==> src/sv/mrf_pkg.sv <==
// Package for the request framer: request type, register indexes, reset values
// and the byte-wide CRC-16 update. Used by every module of the block.
`timescale 1ns / 1ps

package mrf_pkg;

  // Request queue depth between the front and the back
  localparam int MRF_QDEPTH = 2;

  // Configuration register indexes
  localparam int          REG_IDX_W     = 1;
  localparam logic [0:0]  REG_UNIT_ID   = 1'b0;
  localparam logic [0:0]  REG_FUNC_CODE = 1'b1;

  // Configuration reset values
  localparam logic [7:0]  UNIT_ID_RST   = 8'hFD;
  localparam logic [7:0]  FUNC_CODE_RST = 8'h04;

  // Modbus CRC-16, reflected form
  localparam logic [15:0] CRC_INIT = 16'hFFFF;
  localparam logic [15:0] CRC_POLY = 16'hA001;

  // Byte positions in the frame
  localparam logic [2:0]  IDX_UNIT   = 3'd0;
  localparam logic [2:0]  IDX_FUNC   = 3'd1;
  localparam logic [2:0]  IDX_ADDR_H = 3'd2;
  localparam logic [2:0]  IDX_ADDR_L = 3'd3;
  localparam logic [2:0]  IDX_VAL_H  = 3'd4;
  localparam logic [2:0]  IDX_VAL_L  = 3'd5;
  localparam logic [2:0]  IDX_CRC_L  = 3'd6;
  localparam logic [2:0]  IDX_CRC_H  = 3'd7;

  typedef struct packed {
    logic [7:0]  unit_id;
    logic [7:0]  func_code;
    logic [15:0] addr;
    logic [15:0] value;
  } mrf_req_t;

  // Queue head as seen by the back
  typedef struct packed {
    logic     valid;
    mrf_req_t req;
  } mrf_head_t;

  // Fold one byte into the running CRC, LSB first
  function automatic logic [15:0] crc16_byte(input logic [15:0] crc_in,
                                             input logic [7:0]  data);
    logic [15:0] c;
    c = crc_in ^ {8'h00, data};
    for (int b = 0; b < 8; b++) begin
      c = c[0] ? ((c >> 1) ^ CRC_POLY) : (c >> 1);
    end
    return c;
  endfunction

  // Header byte of a request at a frame position (CRC positions give zero)
  function automatic logic [7:0] hdr_byte(input mrf_req_t req, input logic [2:0] idx);
    logic [7:0] b;
    case (idx)
      IDX_UNIT:   b = req.unit_id;
      IDX_FUNC:   b = req.func_code;
      IDX_ADDR_H: b = req.addr[15:8];
      IDX_ADDR_L: b = req.addr[7:0];
      IDX_VAL_H:  b = req.value[15:8];
      IDX_VAL_L:  b = req.value[7:0];
      default:    b = 8'h00;
    endcase
    return b;
  endfunction

endpackage

==> src/sv/modbus_rtu_request_framer_top.sv <==
// Modbus RTU request framer, top level: joins the request front and the
// byte serializer back. Uses mrf_pkg, mrf_front and mrf_back.
//
// Usage:
//   in_*  : one request per item; in_tdata = register address (low 16 bits),
//           register value (high 16 bits).
//   out_* : eight items per request, one frame byte each, in transmit order:
//           unit id, function code, address high/low, value high/low,
//           CRC low, CRC high. out_tlast marks the CRC high byte.
//   cfg_* : cfg_addr 0 = unit id, 1 = function code; write only while idle.
// Path: an accepted request is written into the queue, and its first byte is then
// loaded into the output register.
// Throughput: one byte per cycle while out_tready stays high, set by the
// single output byte lane; the CRC is folded one byte per cycle on the way.
// The request queue holds QDEPTH requests, so requests are taken while a frame
// is still being sent.
// Reset (rst_n low, synchronous) empties the queue and output register and
// loads unit id 0xFD and function code 0x04.
// A stall on out_tready holds the current byte; the queue fills and then
// in_tready drops.
`timescale 1ns / 1ps

module modbus_rtu_request_framer_top
  import mrf_pkg::*;
#(
  parameter int QDEPTH = MRF_QDEPTH
) (
  input  logic                 clk,
  input  logic                 rst_n,
  input  logic                 cfg_we,
  input  logic [REG_IDX_W-1:0] cfg_addr,
  input  logic [7:0]           cfg_wdata,
  input  logic                 in_tvalid,
  output logic                 in_tready,
  input  logic [31:0]          in_tdata,   // [15:0] register_address, [31:16] register_value
  output logic                 out_tvalid,
  input  logic                 out_tready,
  output logic [7:0]           out_tdata,  // [7:0] frame_byte
  output logic                 out_tlast   // last_byte
);

  mrf_head_t head;
  logic      pop;

  mrf_front #(
    .QDEPTH(QDEPTH)
  ) u_front (
    .clk       (clk),
    .rst_n     (rst_n),
    .cfg_we    (cfg_we),
    .cfg_addr  (cfg_addr),
    .cfg_wdata (cfg_wdata),
    .in_tvalid (in_tvalid),
    .in_tready (in_tready),
    .in_addr   (in_tdata[15:0]),
    .in_value  (in_tdata[31:16]),
    .head      (head),
    .pop       (pop)
  );

  mrf_back u_back (
    .clk        (clk),
    .rst_n      (rst_n),
    .head       (head),
    .pop        (pop),
    .out_tvalid (out_tvalid),
    .out_tready (out_tready),
    .out_byte   (out_tdata),
    .out_tlast  (out_tlast)
  );

endmodule

==> src/sv/mrf_front.sv <==
// Front of the request framer: configuration registers and the request queue.
// Stamps each accepted request with unit id and function code. Uses mrf_pkg.
`timescale 1ns / 1ps

module mrf_front
  import mrf_pkg::*;
#(
  parameter int QDEPTH = MRF_QDEPTH
) (
  input  logic                 clk,
  input  logic                 rst_n,
  input  logic                 cfg_we,
  input  logic [REG_IDX_W-1:0] cfg_addr,
  input  logic [7:0]           cfg_wdata,
  input  logic                 in_tvalid,
  output logic                 in_tready,
  input  logic [15:0]          in_addr,
  input  logic [15:0]          in_value,
  output mrf_head_t            head,
  input  logic                 pop
);

  localparam int PW = (QDEPTH > 1) ? $clog2(QDEPTH) : 1;
  localparam int CW = $clog2(QDEPTH + 1);
  localparam logic [PW-1:0] PTR_LAST = PW'(QDEPTH - 1);
  localparam logic [CW-1:0] CNT_FULL = CW'(QDEPTH);

  logic [7:0]    unit_id_r, func_code_r;
  mrf_req_t      mem_r [QDEPTH];
  logic [PW-1:0] wr_ptr_r, wr_ptr_nxt, rd_ptr_r, rd_ptr_nxt;
  logic [CW-1:0] count_r, count_nxt;
  logic          push;

  // Configuration registers
  always_ff @(posedge clk) begin
    if (!rst_n) begin
      unit_id_r   <= UNIT_ID_RST;
      func_code_r <= FUNC_CODE_RST;
    end else if (cfg_we) begin
      case (cfg_addr)
        REG_UNIT_ID:   unit_id_r   <= cfg_wdata;
        REG_FUNC_CODE: func_code_r <= cfg_wdata;
        default: ;
      endcase
    end
  end

  assign in_tready = (count_r != CNT_FULL);
  assign push      = in_tvalid && in_tready;

  // Queue pointers and fill count
  always_comb begin
    wr_ptr_nxt = wr_ptr_r;
    rd_ptr_nxt = rd_ptr_r;
    count_nxt  = count_r;
    if (push) begin
      wr_ptr_nxt = (wr_ptr_r == PTR_LAST) ? '0 : wr_ptr_r + 1'b1;
    end
    if (pop) begin
      rd_ptr_nxt = (rd_ptr_r == PTR_LAST) ? '0 : rd_ptr_r + 1'b1;
    end
    if (push && !pop) begin
      count_nxt = count_r + 1'b1;
    end else if (pop && !push) begin
      count_nxt = count_r - 1'b1;
    end
  end

  always_ff @(posedge clk) begin
    if (!rst_n) begin
      wr_ptr_r <= '0;
      rd_ptr_r <= '0;
      count_r  <= '0;
    end else begin
      wr_ptr_r <= wr_ptr_nxt;
      rd_ptr_r <= rd_ptr_nxt;
      count_r  <= count_nxt;
    end
  end

  // Queue storage, stamped with the current header registers
  always_ff @(posedge clk) begin
    if (push) begin
      mem_r[wr_ptr_r] <= '{unit_id: unit_id_r, func_code: func_code_r,
                           addr: in_addr, value: in_value};
    end
  end

  assign head.valid = (count_r != '0);
  assign head.req   = mem_r[rd_ptr_r];

  a_count_bound: assert property (@(posedge clk) disable iff (!rst_n)
    count_r <= CNT_FULL) else $error("request queue overfilled");
  a_pop_nonempty: assert property (@(posedge clk) disable iff (!rst_n)
    pop |-> count_r != '0) else $error("pop from empty request queue");
  a_full_no_push: assert property (@(posedge clk) disable iff (!rst_n)
    (count_r == CNT_FULL) |-> !push) else $error("push into full request queue");

endmodule

==> src/sv/mrf_back.sv <==
// Back of the request framer: serializes one request into eight frame bytes,
// folding the CRC one byte per cycle while not stalled, into a registered output. Uses mrf_pkg.
`timescale 1ns / 1ps

module mrf_back
  import mrf_pkg::*;
(
  input  logic      clk,
  input  logic      rst_n,
  input  mrf_head_t head,
  output logic      pop,
  output logic      out_tvalid,
  input  logic      out_tready,
  output logic [7:0] out_byte,
  output logic      out_tlast
);

  mrf_req_t    req_r, req_nxt;
  logic [15:0] crc_r, crc_nxt;
  logic [2:0]  idx_r, idx_nxt;
  logic        active_r, active_nxt;
  logic        out_valid_r, out_valid_nxt;
  logic [7:0]  out_data_r, out_data_nxt;
  logic        out_last_r, out_last_nxt;
  logic        adv;
  logic [7:0]  cur_byte;

  // Output register frees when empty or taken
  assign adv = !out_valid_r || out_tready;

  always_comb begin
    req_nxt       = req_r;
    crc_nxt       = crc_r;
    idx_nxt       = idx_r;
    active_nxt    = active_r;
    out_valid_nxt = out_valid_r;
    out_data_nxt  = out_data_r;
    out_last_nxt  = out_last_r;
    pop           = 1'b0;
    cur_byte      = 8'h00;
    if (adv) begin
      if (active_r) begin
        // Continue the frame in flight
        case (idx_r)
          IDX_CRC_L: cur_byte = crc_r[7:0];
          IDX_CRC_H: cur_byte = crc_r[15:8];
          default:   cur_byte = hdr_byte(req_r, idx_r);
        endcase
        if (idx_r != IDX_CRC_L && idx_r != IDX_CRC_H) begin
          crc_nxt = crc16_byte(crc_r, cur_byte);
        end
        out_valid_nxt = 1'b1;
        out_data_nxt  = cur_byte;
        out_last_nxt  = (idx_r == IDX_CRC_H);
        if (idx_r == IDX_CRC_H) begin
          active_nxt = 1'b0;
          idx_nxt    = IDX_UNIT;
        end else begin
          idx_nxt = idx_r + 1'b1;
        end
      end else if (head.valid) begin
        // Start a new frame straight from the queue head
        pop           = 1'b1;
        cur_byte      = head.req.unit_id;
        req_nxt       = head.req;
        crc_nxt       = crc16_byte(CRC_INIT, cur_byte);
        active_nxt    = 1'b1;
        idx_nxt       = IDX_FUNC;
        out_valid_nxt = 1'b1;
        out_data_nxt  = cur_byte;
        out_last_nxt  = 1'b0;
      end else begin
        out_valid_nxt = 1'b0;
      end
    end
  end

  always_ff @(posedge clk) begin
    if (!rst_n) begin
      active_r    <= 1'b0;
      idx_r       <= IDX_UNIT;
      out_valid_r <= 1'b0;
      out_last_r  <= 1'b0;
    end else begin
      active_r    <= active_nxt;
      idx_r       <= idx_nxt;
      out_valid_r <= out_valid_nxt;
      out_last_r  <= out_last_nxt;
    end
  end

  // Payload registers
  always_ff @(posedge clk) begin
    req_r      <= req_nxt;
    crc_r      <= crc_nxt;
    out_data_r <= out_data_nxt;
  end

  assign out_tvalid = out_valid_r;
  assign out_byte   = out_data_r;
  assign out_tlast  = out_last_r;

  a_pop_idle: assert property (@(posedge clk) disable iff (!rst_n)
    pop |-> !active_r) else $error("new request taken mid-frame");
  a_active_idx: assert property (@(posedge clk) disable iff (!rst_n)
    active_r |-> idx_r != IDX_UNIT) else $error("frame position lost");
  a_last_ends: assert property (@(posedge clk) disable iff (!rst_n)
    (out_valid_r && out_last_r) |-> !active_r) else $error("last byte inside a frame");
  a_start_first: assert property (@(posedge clk) disable iff (!rst_n)
    pop |=> out_valid_r && !out_last_r && idx_r == IDX_FUNC)
    else $error("frame start not shown");

endmodule
==> config.mk <==
export PLATFORM = sky130hd
export DESIGN_NAME = modbus_rtu_request_framer_top
export DESIGN_NICKNAME = d
export VERILOG_FILES = /design/src/sv/mrf_pkg.sv /design/src/sv/modbus_rtu_request_framer_top.sv /design/src/sv/mrf_front.sv /design/src/sv/mrf_back.sv
export SDC_FILE = /design/constraint.sdc
export NUM_CORES = 1
export LEC_CHECK = 0
export BUFFER_PORTS_ARGS = -buffer_cell sky130_fd_sc_hd__buf_4
export CAP_MARGIN = 20
export CORE_ASPECT_RATIO = 1.2
export CORE_MARGIN = 8
export CORE_UTILIZATION = 64
export DETAILED_ROUTE_END_ITERATION = 10
export PLACE_DENSITY = 0.84
export SLEW_MARGIN = 20
export SYNTH_ARGS = -nofsm -noshare
export SYNTH_HDL_FRONTEND = slang
export SYNTH_SLANG_ARGS = --single-unit
==> constraint.sdc <==
create_clock -name clk -period 8.2 [get_ports clk]
set_input_delay 1.64 -clock clk [delete_from_list [all_inputs] [get_ports clk]]
set_output_delay 1.64 -clock clk [all_outputs]
set_load 0.005 [all_outputs]
### Word-level counts from Yosys, hierarchy flattened

Memories as Yosys holds them, arrays and structs flattened. A register that Yosys moved wholly into a read port is not among the register bits.
Cells that the tools add are included.
W data, S select, Z words.

* input port bits: 46
* RAM bits: 96
* memories: 1
* output and inout port bits: 11
* register bits after elaboration: 98

* equal/unequal tests: 11
* bitwise gates (word level): 20
* add/subtract/negate cells: 5
* muxes and demuxes: 44
* reduce and logical (&&, ||, !) cells: 17

Memory list
* u_front.mem_r: words 2, width 48, read ports 1, clocked after memory_dff 1, write ports 1, RTL line mrf_front.sv:29 `mrf_req_t mem_r [QDEPTH];`

Operator list (count)
* $mux W16: 19
* $not A2 Y3: 16
* $pmux W8 S6: 1
* $mux W8: 4
* $not A8 Y16: 1
* $pmux W8 S2: 1
* $xor A16 B8 Y16: 1
* $mux W1: 14
* $eq A3 B3 Y1 const B: 4
* $mux W3: 3
* $eq A3 B2 Y1 const B: 2
* $ne A3 B3 Y1 const B: 2
* $reduce_and A2 Y1: 3
* $reduce_and A3 Y1: 2
* $reduce_bool A2 Y1: 3
* $logic_and A1 B1 Y1: 4
* $mux W2: 2
* $ne A2 B2 Y1 const B: 2
* $add A3 B1 Y3 const B: 1
* $eq A3 B1 Y1 const B: 1
* $logic_not A1 Y1: 3
* $logic_not A3 Y1: 1
* $add A1 B1 Y1 const B: 2
* $add A2 B1 Y2 const B: 1
* 3 further kinds: 4

### Logic depth before layout (Yosys ltp)

* depth after elaboration: 24
* mapped depth: 13

### Cells and area by module

From an unflattened synthesis, not the netlist that was laid out.

* cells, all modules: 526
* area, all modules: 8065.2 um^2

By module, submodules not included
* mrf_front: sequential area each 3303.2 um^2, area an instance 4304.1 um^2, times used 1, cells an instance 246
* mrf_back: sequential area each 2282.2 um^2, area an instance 3761.1 um^2, times used 1, cells an instance 280

### Worst setup path before layout

No wires, ideal clock.

* path type: input -> register
* from: in in_tvalid
* to: mem u_front.mem_r[0][0] (netlist bit) (enable)
* arrival time: 3753 ps
* library setup time: 455 ps
* stages: 2
* data required time: 7745 ps
* setup slack: 3992 ps
* path through: nand2_1 nor2_1

* cells in the longest elaborated chain, start to end: 3

Ends and longest elaborated chain
* from (decl): RTL line modbus_rtu_request_framer_top.sv:33 `input logic in_tvalid,`
* $logic_and A1 B1 Y1: RTL line mrf_front.sv:49 `assign push = in_tvalid && in_tready;`
* $mux W1: RTL line mrf_front.sv:83 `if (push) begin`
* $mux W1 (not written as such): RTL line mrf_front.sv:84 `mem_r[wr_ptr_r] <= '{unit_id: unit_id_r, func_code: func_code_r,`
* to (decl): RTL line mrf_front.sv:29

Every way passes these cells.

### Worst setup path after layout

* from: reg u_back.idx_r[2]
* to: reg u_back.crc_r[0] (data pin)

* cells in the longest elaborated chain, start to end: 17
* elaborated cells between the ends (all ways): 30
* classes of those cells: eq/ne: 7; mux: 14; bitwise: 8; reduce/logical: 1

Ends and longest elaborated chain
* from (decl): RTL line mrf_back.sv:20 `logic [2:0] idx_r, idx_nxt;`
* from (signal assigned): RTL line mrf_back.sv:86 `idx_r <= idx_nxt;`
* $eq A3 B3 Y1 (tied with other cells): RTL line mrf_pkg.sv:60 `case (idx)`
* $pmux W8 S6: RTL line mrf_pkg.sv:60
* $pmux W8 S2 (*): RTL line mrf_back.sv:44 `case (idx_r)`
* $mux W8 (*): RTL line mrf_back.sv:42 `if (active_r) begin`
* $mux W8 (*): RTL line mrf_back.sv:41 `if (adv) begin`
* $xor A16 B8 Y16 (*): RTL line mrf_pkg.sv:50 `c = crc_in ^ {8'h00, data};`
* $mux W16 (*) (6 in a row): RTL line mrf_pkg.sv:52 `c = c[0] ? ((c >> 1) ^ CRC_POLY) : (c >> 1);`
* $not A2 Y3 (no line) or $mux W16 (tied branches)
* $mux W16 (*) (2 in a row): RTL line mrf_pkg.sv:52
* $mux W16 (*): RTL line mrf_back.sv:49 `if (idx_r != IDX_CRC_L && idx_r != IDX_CRC_H) begin`
* $mux W16 (*): RTL line mrf_back.sv:42
* to (signal assigned): RTL line mrf_back.sv:95 `crc_r <= crc_nxt;`
* to (decl): RTL line mrf_back.sv:19 `logic [15:0] crc_r, crc_nxt;`

Mark *: on every way between the ends. The rest lies on a longest branch, timed or not. The select of a mux whose other input is x is not followed.
A chain may end at the register's enable or synchronous reset.

==> flow_summary.toml <==
[final_layout]
fin_util_pct = 74.68
areaGrowthSynthToFinish_pct = 14.01
layout.nets = 619
regArea_um2 = 5587
multi_input_comb_area_um2 = 2155
fillers = 718
diodes = 0
drive_gt1_share_pct = 26.77

[timing]
worst_pin_slew_ns = 0.9850
finalHoldViolations = 0
setup_viol = 0
maxSlewHeadroom_pct = 34.24
max_clock_freq_ghz = 0.2658
rsz0062_at_grt = "no"
post-route-period-util_pct = 45.88
tns_ns = 0
skew_ns = 0.006769
finalCriticalPeriod_ns = 3.762
slew_violations = 0

[critical_path]
cp.depth = 8
worst_path_max_delay_cell = "dfxtp_1"
crit_type = "reg -> reg"
crit_top_cell = "xnor3_1"
timing.rr.end = "u_back.crc_r[0]"
reg2regPathDepth = 8
cp_num_buf_inv = 0
cp.required_ns = 8.38
critical-path-top-delay-family = "XOR/XNOR gates"
cp-endpoint = "u_back.crc_r[0]"
start_kind = "flip-flop"
startpoint = "u_back.idx_r[2]"
crit_fanout = 28
rrSetupSlack_ns = 4.44
cp-end-kind = "flip-flop"
path_cells = "ha_1 > a221oi_1 > a31o_1 > xor2_1 > xnor3_1 > xor3_2 > xnor3_1 > a21o_1"
cp.arrival_ns = 3.94
r2r_start = "u_back.idx_r[2]"
max_stage_delay_ns = 0.97

[placed_design]
gp_congestion = 0.9251
hpwl_mm = 10.34
portBuffers = 56

[logic_synthesis]
ys_seq_elements = 195
syn-cell-area_um2 = 7898
syn-num-nets = 565
ys_seq_area_share_pct = 70.72
avgSynthCellArea_um2 = 15.42
synthArstFlopShare_pct = 0
synth_top_cell_by_area = "edfxtp_1"
synth_edf_count = 168
yosysWarnings = 0
ys_top_cells_by_count = "168 x edfxtp_1, 50 x mux2_2, 41 x nand2_1, 27 x dfxtp_1, 21 x a21oi_1"
synth_top_area_share_pct = 63.88
syn_inst = 512
yosys_most_used_dff = "edfxtp_1"
synthTopCellsByArea = "edfxtp_1 64%, mux2_2 7.1%, dfxtp_1 6.8%, xnor2_1 2.0%, nand2_1 1.9%"
synth.most_common_cell = "edfxtp_1"
yosysUniqueCellTypes = 50

[detailed_routing]
drc = 0
via_per_inst = 5.897
wl_met3_um = 808
vias = 4364
wire_per_inst_um = 20.75
topRoutingLayerUsed = "met4"
wl_met2_mm = 8.056
m1WireLength_mm = 6.189
route.antenna.remaining_nets = 0
drt-initial-drc-count = 388
wl_mm = 15.35
dr.pass1.iters = 5

[cts]
clockRootBuffer = "clkbuf_16"
path_clk_slew_ns = 0.07
clock_path_buffers = 2
cts_resized = 0
tritoncts = "built"
clk-insertion-delay-late_ns = 0.43
cts_hold_buf = 0
h-tree-depth = 4
cts_setup_buffers = 0
cts_buffers = 17
cts.sinks = 195

[floorplanning]
die-area_um2 = 16160
die_w_um = 117.4
num_rows = 44
initial_core_util_pct = 65.50
io_pins = 57
die_h_um = 137.7
coreArea_um2 = 12060

[pwr]
leakagePower_nw = 3.162
irDropWorstVdd_mv = 0.3119
powerDensity_nw_per_um2 = 395.0

[flow_run]
maxCapViolCount = 0

[global_route]
grt_pass1_wl_mm = 23.56
grt_antenna_before_repair = 0
grt_max_degree = 55
track_usage_pct = 19.46
grt_pass1_vias = 4344
grt_overflow = 0

[run_status]
status = "finished, final reports clean"

[hold_path]
min_path_type = "reg -> reg"
worstHoldStart = "u_front.unit_id_r[4]"
==> cell usage in the layout (no fill, tap or decap), types with 9 or more instances in the layout <==
cell type    n
a21oi_1     21
nand2b_1     9
nand2_1     41
clkbuf_16   17
dfxtp_1     26
mux2_2      50
nand3_1     20
a21boi_0    12
edfxtp_1   168
nor2_1      16
xor2_1      16
xnor2_1     18
buf_4       61
a221oi_1    11
==> metal layers <==
metal | vias to the layer above | global-route usage [%]
li1 | 2032 | -
met1 | 2158 | 23.04
met2 | 153 | 33.80
met3 | 21 | 5.371
met4 | 0 | 6.715
met5 | - | 0
==> per-stage QoR <==
step | cells | setup slack (ns) | area, µm² | hold slack, ns | total power [W]
3_3_place_gp | 708 | 4.575 | 8423 | 0.4373 | 0.002734
3_5_place_dp | 708 | 4.482 | 8423 | 0.4459 | 0.002772
4_1_cts | 740 | 4.507 | 9000 | 0.4659 | 0.003567
6_report | 740 | 4.438 | 9004 | 0.4621 | 0.003556
2_1_floorplan | 512 | 3.992 | 7898 | 0.4254 | 0.002442
5_1_grt | 740 | 4.227 | 9004 | 0.4876 | 0.003727
==> logic make-up (layout without fill, tap and decap cells) <==
group                      after synthesis  after routing  synth area share [%]
adders and majority gates                7              7                 1.109
xor gates and xnor gates                38             38                 4.864
buffers and inverters                   33            100                 2.155
muxes                                   53             53                 7.573
AOI/OAI and AO/OA                       84             84                 7.573
DFF                                    195            195                 70.72
and+or+nand+nor                        102            102                 6.005
==> area by class of cell <==
class | count | area share (%)
flip-flops and latches | 195 | 62.05
multi-input cells | 284 | 23.93
repair buffers | 61 | 5.086
clock buffers | 17 | 4.725
well taps | 161 | 2.237
clock inverters | 15 | 1.681
inverters | 7 | 0.2918
==> worst reg2reg max path, stage by stage (launching register included) <==
cell and delay, ns:
dfxtp_1 0.97, ha_1 0.55, a221oi_1 0.16, a31o_1 0.24, xor2_1 0.36, xnor3_1 0.41
xor3_2 0.29, xnor3_1 0.35, a21o_1 0.18
==> power breakdown <==
part           switching (W)  leakage [nW]  total [W]  internal (W)
clock               0.000367         0.269   0.000794      0.000427
combinational       0.000643          1.11    0.00122      0.000574
sequential          0.000120          1.78    0.00155       0.00142
total                0.00113          3.16    0.00356       0.00243
==> worst min-delay path by stage <==
stage,end,slack (ns),cells past startpoint
final,u_front.mem_r[0][44],0.46,0
after global routing,u_back.out_tlast,0.49,2
after CTS,u_front.mem_r[0][44],0.47,0
after detailed placement,u_front.mem_r[1][37],0.45,0
after global placement,u_front.mem_r[0][46],0.44,0
after floorplan,u_front.mem_r[0][32],0.43,0
==> flip-flops by register name, summed over array words and instances, names as in the netlist, named ones only <==
name	cells
u_front.mem_r	96
u_back.req_r	48
u_back.crc_r	16
u_back.out_byte	8
u_front.func_code_r	8
u_front.unit_id_r	8
u_back.idx_r	3
u_front.count_r	2
u_back.active_r	1
u_back.out_tlast	1
u_back.out_tvalid	1
u_front.rd_ptr_r	1
u_front.wr_ptr_r	1
Power figures use the tool's default switching activity.
